## config.mk

```make
export PLATFORM = sky130hd
export DESIGN_NAME = servo_status_frame_receiver_flat
export DESIGN_NICKNAME = d
export VERILOG_FILES = /design/src/design/svsfr_pkg.sv /design/src/design/svsfr_in_if.sv /design/src/design/svsfr_out_if.sv /design/src/design/servo_status_frame_receiver.sv /design/src/design/svsfr_decode.sv /design/src/flat_wrapper.sv
export SDC_FILE = /design/constraint.sdc
export NUM_CORES = 1
export LEC_CHECK = 0
export ABC_CLOCK_PERIOD_IN_PS = 20100
export BUFFER_PORTS_ARGS = -buffer_cell sky130_fd_sc_hd__buf_2
export CAP_MARGIN = 25
export CORE_ASPECT_RATIO = 0.9
export CORE_UTILIZATION = 35
export DETAILED_ROUTE_END_ITERATION = 10
export MAX_ROUTING_LAYER = met4
export PLACE_DENSITY = 0.54
export SYNTH_ARGS = -nofsm -noshare
export SYNTH_HDL_FRONTEND = slang
export SYNTH_SLANG_ARGS = --single-unit
```

## constraint.sdc

```tcl
create_clock -name clk -period 20.1 [get_ports clk]
set_input_delay 3.015 -clock clk [delete_from_list [all_inputs] [get_ports clk]]
set_output_delay 3.015 -clock clk [all_outputs]
set_load 0.01 [all_outputs]
```

## src/design/svsfr_pkg.sv

```systemverilog
// shared types, constants and helper functions for the servo status frame receiver
package svsfr_pkg;

  // frame geometry
  localparam int FRAME_LEN = 12;
  localparam int CNT_W = $clog2(FRAME_LEN + 1);
  localparam logic [CNT_W-1:0] LAST_IDX = CNT_W'(FRAME_LEN - 1);

  // ascii codes used by the decoder
  localparam logic [7:0] CH_ZERO = 8'd48;
  localparam logic [7:0] CH_SEVEN = 8'd55;
  localparam logic [7:0] CH_ALARM_FLOOR = 8'h4C;
  localparam logic [7:0] CH_T = 8'h54;
  localparam logic [7:0] CH_F = 8'h46;
  localparam logic [7:0] CH_C = 8'h43;
  localparam logic [7:0] CH_D = 8'h44;
  localparam logic [7:0] CH_N = 8'h4E;
  localparam logic [7:0] CH_R = 8'h52;
  localparam logic [7:0] CH_X = 8'h58;
  localparam logic [7:0] CH_S = 8'h53;
  localparam logic [7:0] CH_TWO = 8'h32;
  localparam logic [7:0] CH_THREE = 8'h33;
  localparam logic [7:0] CH_SIX = 8'h36;

  // configuration register indexes
  localparam int CFG_IDX_W = 2;
  localparam int CFG_DATA_W = 16;
  localparam logic [CFG_IDX_W-1:0] REG_FRAME_HEAD = 2'd0;
  localparam logic [CFG_IDX_W-1:0] REG_LINK_TIMEOUT = 2'd1;
  localparam logic [CFG_IDX_W-1:0] REG_CUT_BIT_OFF = 2'd2;

  // reset values of the registers
  localparam logic [7:0] FRAME_HEAD_RST = 8'd37;
  localparam logic [15:0] LINK_TIMEOUT_RST = 16'd2000;

  typedef enum logic [2:0] {
    KIND_NONE  = 3'd0,
    KIND_T     = 3'd1,
    KIND_F     = 3'd2,
    KIND_C     = 3'd3,
    KIND_D     = 3'd4,
    KIND_OTHER = 3'd5
  } frame_kind_t;

  typedef logic [FRAME_LEN-1:0][7:0] frame_t;

  // held status values, updated by decoded frames
  typedef struct packed {
    logic [5:0]  switch_bits;
    logic [15:0] alarm_code;
    logic [19:0] position;
    logic [13:0] speed;
    logic [3:0]  status_bits;
    logic [7:0]  speed_ratio;
    logic [6:0]  loop_gain;
    logic [6:0]  loop_diff;
    logic [6:0]  loop_integral;
  } held_t;

  typedef struct packed {
    logic       mode;
    logic [7:0] rx_byte;
    logic       work_started;
  } in_item_t;

  typedef struct packed {
    logic        link_up;
    logic [2:0]  frame_kind;
    logic [5:0]  switch_bits;
    logic [15:0] alarm_code;
    logic [19:0] position;
    logic [13:0] speed;
    logic [3:0]  status_bits;
    logic [7:0]  speed_ratio;
    logic [6:0]  loop_gain;
    logic [6:0]  loop_diff;
    logic [6:0]  loop_integral;
  } out_item_t;

  // ascii digit clamped to 0..9
  function automatic logic [3:0] digit_of(input logic [7:0] c);
    logic [7:0] d;
    begin
      d = c - CH_ZERO;
      if (c < CH_ZERO) begin
        digit_of = 4'd0;
      end else if (c > CH_ZERO + 8'd9) begin
        digit_of = 4'd9;
      end else begin
        digit_of = d[3:0];
      end
    end
  endfunction

  // two ascii digits to 0..99
  function automatic logic [6:0] digits2(input logic [7:0] hi, input logic [7:0] lo);
    logic [6:0] h;
    logic [6:0] l;
    begin
      h = 7'(digit_of(hi));
      l = 7'(digit_of(lo));
      digits2 = (h << 3) + (h << 1) + l;
    end
  endfunction

endpackage

```

## src/design/svsfr_in_if.sv

```systemverilog
// input channel: received bytes and polls
interface svsfr_in_if;
  logic valid;
  logic ready;
  svsfr_pkg::in_item_t data;

  modport source(output valid, output data, input ready);
  modport sink(input valid, input data, output ready);
endinterface

```

## src/design/svsfr_out_if.sv

```systemverilog
// output channel: one status result per input transaction
interface svsfr_out_if;
  logic valid;
  logic ready;
  svsfr_pkg::out_item_t data;

  modport source(output valid, output data, input ready);
  modport sink(input valid, input data, output ready);
endinterface

```

## src/design/servo_status_frame_receiver.sv

```systemverilog
// Servo status frame receiver: takes one byte or poll per cycle while no skid entry waits;
// each transaction yields one result, registered and shown the cycle after acceptance when
// the result register is free. A two-entry buffer (result register plus skid register) lets
// the input keep accepting while one result waits, so one transaction per clock holds while
// results are taken; check and decode are one combinational pass from held state to result.
module servo_status_frame_receiver (
  input  logic                               clk,
  input  logic                               rst,
  input  logic                               cfg_we,
  input  logic [svsfr_pkg::CFG_IDX_W-1:0]    cfg_index,
  input  logic [svsfr_pkg::CFG_DATA_W-1:0]   cfg_data,
  svsfr_in_if.sink                           item,
  svsfr_out_if.source                        result
);

  // configuration registers
  logic [7:0]  frame_head;
  logic [15:0] link_timeout;
  logic        cut_bit_off;

  // receiver state
  svsfr_pkg::frame_t                frame_buf;
  logic [svsfr_pkg::CNT_W-1:0]      byte_count;
  logic                             in_frame;
  logic [7:0]                       running_xor;
  logic                             frame_pending;
  logic [15:0]                      link_timer;
  logic                             link_alive;
  svsfr_pkg::held_t                 held;

  logic [svsfr_pkg::CNT_W-1:0]      byte_count_next;
  logic                             in_frame_next;
  logic [7:0]                       running_xor_next;
  logic                             frame_pending_next;
  logic [15:0]                      link_timer_next;
  logic                             link_alive_next;
  svsfr_pkg::held_t                 held_next;
  svsfr_pkg::frame_kind_t           kind_next;
  logic                             buf_we;
  logic [svsfr_pkg::CNT_W-1:0]      buf_addr;

  svsfr_pkg::held_t                 dec_held;
  svsfr_pkg::frame_kind_t           dec_kind;

  // output buffer
  logic                             out_valid;
  svsfr_pkg::out_item_t             out_data;
  logic                             skid_valid;
  svsfr_pkg::out_item_t             skid_data;
  svsfr_pkg::out_item_t             new_result;
  logic                             accept;

  assign item.ready = !skid_valid;
  assign accept = item.valid && item.ready;
  assign result.valid = out_valid;
  assign result.data = out_data;

  // configuration writes
  always_ff @(posedge clk) begin
    if (rst) begin
      frame_head <= svsfr_pkg::FRAME_HEAD_RST;
      link_timeout <= svsfr_pkg::LINK_TIMEOUT_RST;
      cut_bit_off <= 1'b0;
    end else if (cfg_we) begin
      case (cfg_index)
        svsfr_pkg::REG_FRAME_HEAD: frame_head <= cfg_data[7:0];
        svsfr_pkg::REG_LINK_TIMEOUT: link_timeout <= cfg_data[15:0];
        svsfr_pkg::REG_CUT_BIT_OFF: cut_bit_off <= cfg_data[0];
        default: ;
      endcase
    end
  end

  svsfr_decode u_decode (
    .frame        (frame_buf),
    .held         (held),
    .work_started (item.data.work_started),
    .cut_bit_off  (cut_bit_off),
    .held_next    (dec_held),
    .kind         (dec_kind)
  );

  // byte framing, poll handling and link timer
  always_comb begin
    byte_count_next = byte_count;
    in_frame_next = in_frame;
    running_xor_next = running_xor;
    frame_pending_next = frame_pending;
    link_timer_next = link_timer;
    link_alive_next = link_alive;
    held_next = held;
    kind_next = svsfr_pkg::KIND_NONE;
    buf_we = 1'b0;
    buf_addr = byte_count;
    if (!item.data.mode) begin
      if (!frame_pending) begin
        if (!in_frame) begin
          if (item.data.rx_byte == frame_head) begin
            buf_we = 1'b1;
            buf_addr = '0;
            byte_count_next = svsfr_pkg::CNT_W'(1);
            running_xor_next = item.data.rx_byte;
            in_frame_next = 1'b1;
          end
        end else begin
          buf_we = 1'b1;
          if (byte_count == svsfr_pkg::LAST_IDX) begin
            frame_pending_next = (running_xor == item.data.rx_byte);
            in_frame_next = 1'b0;
            byte_count_next = '0;
          end else begin
            running_xor_next = running_xor ^ item.data.rx_byte;
            byte_count_next = byte_count + svsfr_pkg::CNT_W'(1);
          end
        end
      end
    end else if (frame_pending) begin
      frame_pending_next = 1'b0;
      link_alive_next = 1'b1;
      link_timer_next = '0;
      held_next = dec_held;
      kind_next = dec_kind;
    end else begin
      if (link_timer != 16'hFFFF) begin
        link_timer_next = link_timer + 16'd1;
      end
      if (link_timer_next > link_timeout) begin
        link_alive_next = 1'b0;
      end
    end
  end

  // result of this transaction: held values after the item
  always_comb begin
    new_result.link_up = link_alive_next;
    new_result.frame_kind = kind_next;
    new_result.switch_bits = held_next.switch_bits;
    new_result.alarm_code = held_next.alarm_code;
    new_result.position = held_next.position;
    new_result.speed = held_next.speed;
    new_result.status_bits = held_next.status_bits;
    new_result.speed_ratio = held_next.speed_ratio;
    new_result.loop_gain = held_next.loop_gain;
    new_result.loop_diff = held_next.loop_diff;
    new_result.loop_integral = held_next.loop_integral;
  end

  // state registers
  always_ff @(posedge clk) begin
    if (rst) begin
      byte_count <= '0;
      in_frame <= 1'b0;
      running_xor <= '0;
      frame_pending <= 1'b0;
      link_timer <= '0;
      link_alive <= 1'b0;
      held <= '0;
    end else if (accept) begin
      byte_count <= byte_count_next;
      in_frame <= in_frame_next;
      running_xor <= running_xor_next;
      frame_pending <= frame_pending_next;
      link_timer <= link_timer_next;
      link_alive <= link_alive_next;
      held <= held_next;
    end
  end

  // frame buffer, no reset
  always_ff @(posedge clk) begin
    if (accept && buf_we) begin
      frame_buf[buf_addr] <= item.data.rx_byte;
    end
  end

  // result register and skid register
  always_ff @(posedge clk) begin
    if (rst) begin
      out_valid <= 1'b0;
      skid_valid <= 1'b0;
    end else if (!out_valid || result.ready) begin
      if (skid_valid) begin
        out_valid <= 1'b1;
        skid_valid <= 1'b0;
      end else begin
        out_valid <= accept;
      end
    end else if (accept) begin
      skid_valid <= 1'b1;
    end
  end

  always_ff @(posedge clk) begin
    if (!out_valid || result.ready) begin
      if (skid_valid) begin
        out_data <= skid_data;
      end else if (accept) begin
        out_data <= new_result;
      end
    end else if (accept) begin
      skid_data <= new_result;
    end
  end

`ifndef SYNTH
  // skid entry is only used behind a waiting result
  a_skid_behind_out: assert property (@(posedge clk) disable iff (rst)
    skid_valid |-> out_valid)
    else $error("skid register holds a result while the result register is empty");

  // a held frame and an open frame never coexist
  a_pending_not_framing: assert property (@(posedge clk) disable iff (rst)
    !(frame_pending && in_frame))
    else $error("frame pending while still collecting a frame");

  // byte counter stays inside the frame
  a_count_in_range: assert property (@(posedge clk) disable iff (rst)
    byte_count <= svsfr_pkg::LAST_IDX)
    else $error("byte counter beyond frame length");

  // a poll that takes a pending frame marks the link alive
  a_poll_decodes: assert property (@(posedge clk) disable iff (rst)
    accept && item.data.mode && frame_pending |=> !frame_pending && link_alive
      && link_timer == 16'd0)
    else $error("poll did not consume the pending frame");

  // every accepted transaction produces a result
  a_accept_gives_result: assert property (@(posedge clk) disable iff (rst)
    accept |=> out_valid)
    else $error("accepted transaction left no result");
`endif

endmodule

```

## src/design/svsfr_decode.sv

```systemverilog
// combinational decoder of one complete frame into updated held values
module svsfr_decode (
  input  svsfr_pkg::frame_t      frame,
  input  svsfr_pkg::held_t       held,
  input  logic                   work_started,
  input  logic                   cut_bit_off,
  output svsfr_pkg::held_t       held_next,
  output svsfr_pkg::frame_kind_t kind
);

  logic [7:0] b1;
  logic [7:0] b2;
  logic [7:0] b3;
  logic [7:0] b4;
  logic [19:0] pos_val;
  logic [13:0] speed_val;
  logic [3:0] pd [0:5];
  logic [3:0] sd [0:3];

  assign b1 = frame[1];
  assign b2 = frame[2];
  assign b3 = frame[3];
  assign b4 = frame[4];

  // six digit position from bytes 5..10
  always_comb begin
    for (int k = 0; k < 6; k++) begin
      pd[k] = svsfr_pkg::digit_of(frame[5 + k]);
    end
    pos_val = 20'(pd[0]) * 20'd100000 + 20'(pd[1]) * 20'd10000 + 20'(pd[2]) * 20'd1000
            + 20'(pd[3]) * 20'd100 + 20'(pd[4]) * 20'd10 + 20'(pd[5]);
  end

  // four digit speed from bytes 7..10
  always_comb begin
    for (int k = 0; k < 4; k++) begin
      sd[k] = svsfr_pkg::digit_of(frame[7 + k]);
    end
    speed_val = 14'(sd[0]) * 14'd1000 + 14'(sd[1]) * 14'd100 + 14'(sd[2]) * 14'd10
              + 14'(sd[3]);
  end

  // per-type update of the held values
  always_comb begin
    held_next = held;
    kind = svsfr_pkg::KIND_OTHER;
    case (b1)
      svsfr_pkg::CH_T: begin
        kind = svsfr_pkg::KIND_T;
        if (b3 >= svsfr_pkg::CH_ALARM_FLOOR) begin
          held_next.alarm_code = {b3, b4};
        end else begin
          held_next.alarm_code = '0;
          if (work_started) begin
            held_next.position = pos_val;
          end
          // limit switch character
          if (b3 >= svsfr_pkg::CH_ZERO && b3 <= svsfr_pkg::CH_SEVEN) begin
            held_next.switch_bits[2:0] = b3[2:0];
          end
          // clamp, cutter, carrier character
          if (b4 >= svsfr_pkg::CH_ZERO && b4 <= svsfr_pkg::CH_SEVEN) begin
            held_next.switch_bits[3] = b4[0];
            if (!cut_bit_off) begin
              held_next.switch_bits[4] = b4[1];
            end
            held_next.switch_bits[5] = b4[2];
          end
        end
      end
      svsfr_pkg::CH_F: begin
        kind = svsfr_pkg::KIND_F;
        held_next.speed_ratio = b2;
        case (b3)
          svsfr_pkg::CH_N: held_next.status_bits[1:0] = 2'b00;
          svsfr_pkg::CH_D: held_next.status_bits[1:0] = 2'b01;
          svsfr_pkg::CH_R: held_next.status_bits[1:0] = 2'b10;
          default: held_next.status_bits[1:0] = held.status_bits[1:0];
        endcase
        held_next.speed = speed_val;
      end
      svsfr_pkg::CH_C, svsfr_pkg::CH_D: begin
        kind = (b1 == svsfr_pkg::CH_C) ? svsfr_pkg::KIND_C : svsfr_pkg::KIND_D;
        // ir sensor
        if (b2 == svsfr_pkg::CH_TWO || b2 == svsfr_pkg::CH_THREE) begin
          held_next.status_bits[2] = 1'b0;
        end else if (b2 == svsfr_pkg::CH_SIX || b2 == svsfr_pkg::CH_SEVEN) begin
          held_next.status_bits[2] = 1'b1;
        end
        // handwheel, c frames only
        if (b1 == svsfr_pkg::CH_C) begin
          if (b3 == svsfr_pkg::CH_X) begin
            held_next.status_bits[3] = 1'b1;
          end else if (b3 == svsfr_pkg::CH_S) begin
            held_next.status_bits[3] = 1'b0;
          end
        end
        held_next.loop_gain = svsfr_pkg::digits2(frame[4], frame[5]);
        held_next.loop_diff = svsfr_pkg::digits2(frame[6], frame[7]);
        held_next.loop_integral = svsfr_pkg::digits2(frame[8], frame[9]);
      end
      default: begin
        kind = svsfr_pkg::KIND_OTHER;
      end
    endcase
  end

endmodule
```

## src/flat_wrapper.sv

```systemverilog
// flat-port wrapper written by rule: the top's interface ports become plain ports
module servo_status_frame_receiver_flat 
  (clk, rst, cfg_we, cfg_index, cfg_data, item_valid, item_data, item_ready, result_valid, result_data, result_ready);
  svsfr_in_if item_i ();
  svsfr_out_if result_i ();
  input  logic clk;
  input  logic rst;
  input  logic cfg_we;
  input  logic [svsfr_pkg::CFG_IDX_W-1:0] cfg_index;
  input  logic [svsfr_pkg::CFG_DATA_W-1:0] cfg_data;
  input wire logic [$bits(item_i.valid)-1:0] item_valid;
  input wire logic [$bits(item_i.data)-1:0] item_data;
  output wire logic [$bits(item_i.ready)-1:0] item_ready;
  output wire logic [$bits(result_i.valid)-1:0] result_valid;
  output wire logic [$bits(result_i.data)-1:0] result_data;
  input wire logic [$bits(result_i.ready)-1:0] result_ready;
  assign item_i.valid = item_valid;
  assign item_i.data = item_data;
  assign item_ready = item_i.ready;
  assign result_valid = result_i.valid;
  assign result_data = result_i.data;
  assign result_i.ready = result_ready;
  servo_status_frame_receiver u_core (.clk(clk), .rst(rst), .cfg_we(cfg_we), .cfg_index(cfg_index), .cfg_data(cfg_data), .item(item_i), .result(result_i));
endmodule
```

==> flow_summary.json <==
{
  "hold_path_startpoint": "u_core.link_timeout[15]",
  "grt_overflow": 0,
  "hpwl_mm": 35.8,
  "die_w_um": 265,
  "max_cap_viol_count": 0,
  "die-area_mm2": 0.0631,
  "grt_pass1_wl_mm": 80.9,
  "worstSetupStartpointType": "register",
  "period_share_pct": 37.4,
  "critPathMaxFanout": 6,
  "netlist_area_mm2": 0.0217,
  "synthFlopType": "edfxtp_1",
  "dpl_cell_area_mm2": 0.0232,
  "synth_compound_area_share_pct": 8.71,
  "start_util_pct": 35.4,
  "cts-htree-levels": 2,
  "tightestPinTransition_ps": 1030,
  "multiInputGateArea_mm2": 0.0101,
  "met3_usage_pct": 2.28,
  "final_hold_viol_count": 0,
  "grt_pass1_vias": 14300,
  "grt_max_degree": 81,
  "via_per_inst": 5.07,
  "hold_class": "reg -> reg",
  "r2r-start": "u_core.frame_buf[63]",
  "worst-setup-path-type": "reg -> reg",
  "rows": 86,
  "drt_iter0_markers": 861,
  "cts_tree": "yes",
  "coreArea_mm2": 0.0613,
  "routed_wl_mm": 51.3,
  "syn_area_per_cell_um2": 11.0,
  "yosysWarnings": 0,
  "synthAdderAreaFrac_pct": 13.6,
  "required_ps": 20400,
  "cts_resized": 0,
  "path_clk_slew_ps": 60,
  "endpoint_kind": "register",
  "crit_end": "u_core.skid_data[63]",
  "maxSlewHeadroom_pct": 30.8,
  "vias": 14800,
  "setup_viol": 0,
  "max_freq_mhz": 133,
  "layout-drive-gt1-share_pct": 16.4,
  "die_y_um": 238,
  "ir_drop_mv": 0.0574,
  "r2r_cells": 24,
  "synth_cells": 1978,
  "synth_xor_area_share_pct": 3.30,
  "ys_seq_area_share_pct": 50.3,
  "synth_top_family_by_area": "simple AND/OR/NAND/NOR gates",
  "gp_congestion": 0.910,
  "clock_skew_ps": 45.9,
  "gr-usage-met2_pct": 24.6,
  "fillers": 5933,
  "cp-startpoint": "u_core.frame_buf[63]",
  "synth_seq_cells": 413,
  "timing.rr.end": "u_core.skid_data[63]",
  "fin_nets": 2332,
  "drv_slew": 0,
  "rrSetupSlack_ps": 12580,
  "ant_nets": 0,
  "synth-edff-count": 266,
  "rsz0062_at_grt": "false",
  "busiest_layer": "met2",
  "finalSetupTns_ps": 0,
  "first_pass_iters": 5,
  "gr-usage-all-layers_pct": 16.7,
  "use_met1_pct": 24.4,
  "ioPinCount": 128,
  "cts-root-buf": "clkbuf_16",
  "status": "completed",
  "antenna_found_initial": 2,
  "synth_cell_types": 73,
  "p_leak_uw": 0.0101,
  "cts_made_buffers": 44,
  "power_density_mw_per_mm2": 75.1,
  "drc": 0,
  "synth.top_cell.area_share_pct": 36.7,
  "clock_latency_ps": 590,
  "min_period_ps": 7520,
  "regArea_mm2": 0.0109,
  "area_growth_pct": 13.4,
  "postCtsSetupBuffers": 0,
  "yosys.area_share.simple_pct": 14.1,
  "synth_fp_nets": 2219,
  "port_buffers": 127,
  "netlist.top_cell.by_area": "edfxtp_1",
  "postCtsHoldBufs": 0,
  "routedWlPerCell_um": 17.6,
  "netlist_top_cells_area": "edfxtp_1 37%, dfxtp_1 14%, ha_1 9.3%, mux2_2 6.1%, fa_1 4.3%",
  "ys_async_sr_fraction_pct": 0,
  "cp_data_arrival_time_ps": 7820,
  "final_area_mm2": 0.0247,
  "final_util_pct": 40.2,
  "synthMuxAreaShare_pct": 6.64,
  "cts_buffer_depth": 3,
  "clock-sinks": 413
}
-- worst min path at each step --
stage,cells past startpoint,end,slack [ps]
after detailed placement,2,u_core.held[14],450
final,2,u_core.link_timeout[15],450
after CTS,2,u_core.held[14],460
after global placement,2,u_core.held[33],440
after floorplan,2,u_core.held[33],430
after global routing,2,u_core.held[6],470
-- cell type report --
type	count	share of cell area, %
Tap cell	792	4.02
Antenna cell	1	0.0101
Sequential cell	413	44.3
Clock buffer	60	4.88
Multi-Input combinational cell	1372	41.0
Clock inverter	22	0.908
Timing Repair Buffer	143	3.08
Inverter	117	1.79
-- placed cells by master (no fill, tap or decap), types with 20 or more instances in the layout --
cell type | netlist | final
a21o_1 | 27 | 27
a21oi_1 | 90 | 90
buf_2 | 6 | 126
clkbuf_16 | 0 | 45
dfxtp_1 | 147 | 147
edfxtp_1 | 266 | 266
fa_1 | 47 | 47
ha_1 | 161 | 161
inv_1 | 117 | 116
mux2_2 | 118 | 118
nand2_1 | 190 | 190
nand3_1 | 37 | 37
nor2_1 | 214 | 213
nor2b_1 | 24 | 23
nor3_1 | 81 | 81
o21ai_0 | 59 | 59
xnor2_1 | 62 | 62
xor2_1 | 20 | 20
-- metrics by stage --
step	total power, uW	hold WS [ps]	std cells	setup WS [ps]
5_1_grt	1920	471	2920	11990
6_report	1850	454	2920	12580
3_5_place_dp	1070	447	2836	12550
4_1_cts	1880	455	2918	12510
2_1_floorplan	1030	433	1978	12120
3_3_place_gp	1070	439	2834	12810
-- synthesized netlist by cell type, types with 24 or more instances --
master and n:
nand2_1 190, clkbuf_1 62, nor2_1 214, nor3_1 81, dfxtp_1 147, fa_1 47, mux2_2 118, nand3_1 37
edfxtp_1 266, a21oi_1 90, ha_1 161, xnor2_1 62, a21o_1 27, inv_1 117, o21ai_0 59, nor2b_1 24
-- registers in the layout, indices dropped and copies added (netlist names), 4 cells and up --
register / cells
u_core.link_timer: 16
u_core.held: 89
u_core.frame_buf: 80
u_core.skid_data: 93
u_core.frame_head: 8
u_core.result.data: 93
u_core.running_xor: 8
u_core.link_timeout: 16
u_core.byte_count: 4
-- report_power, final --
| part | internal, uW | switching [uW] | total (uW) |
|---|---|---|---|
| clock network | 462 | 340 | 802 |
| logic | 38.1 | 68.6 | 107 |
| registers | 934 | 10.1 | 944 |
-- per-layer routing --
| layer | share of wire (%) | wire length [um] |
|---|---|---|
| met5 | 0 | 0 |
| met4 | 1.7 | 856 |
| met3 | 4.3 | 2200 |
| met2 | 43 | 21900 |
| met1 | 51 | 26400 |
-- critical path, cell delays in order, from the launching register on --
cell and delay, ps:
edfxtp_1 440, or3_1 410, nor2_1 120, and2_1 270, inv_1 150, fa_1 600
inv_1 110, fa_1 540, inv_1 40, ha_1 340, o21ai_0 100, o21bai_1 170
a21oi_1 120, o311ai_0 800, inv_1 130, fa_1 510, inv_1 40, ha_1 280
ha_1 300, ha_1 340, and3_1 230, a21o_1 200, o311ai_0 670, xor2_1 230
o21ai_0 100
-- logic make-up (layout without fill, tap and decap cells) --
group,count (synthesis),after routing
AND/OR/NAND/NOR,660,660
flip-flops,413,413
AO/OA/AOI/OAI,293,293
adder cells (fa/ha/maj),208,208
buffers and inverters,193,342
multiplexers,129,129
XOR/XNOR,82,82
other,0,1
Note: power is estimated with default switching activity, not from simulation.
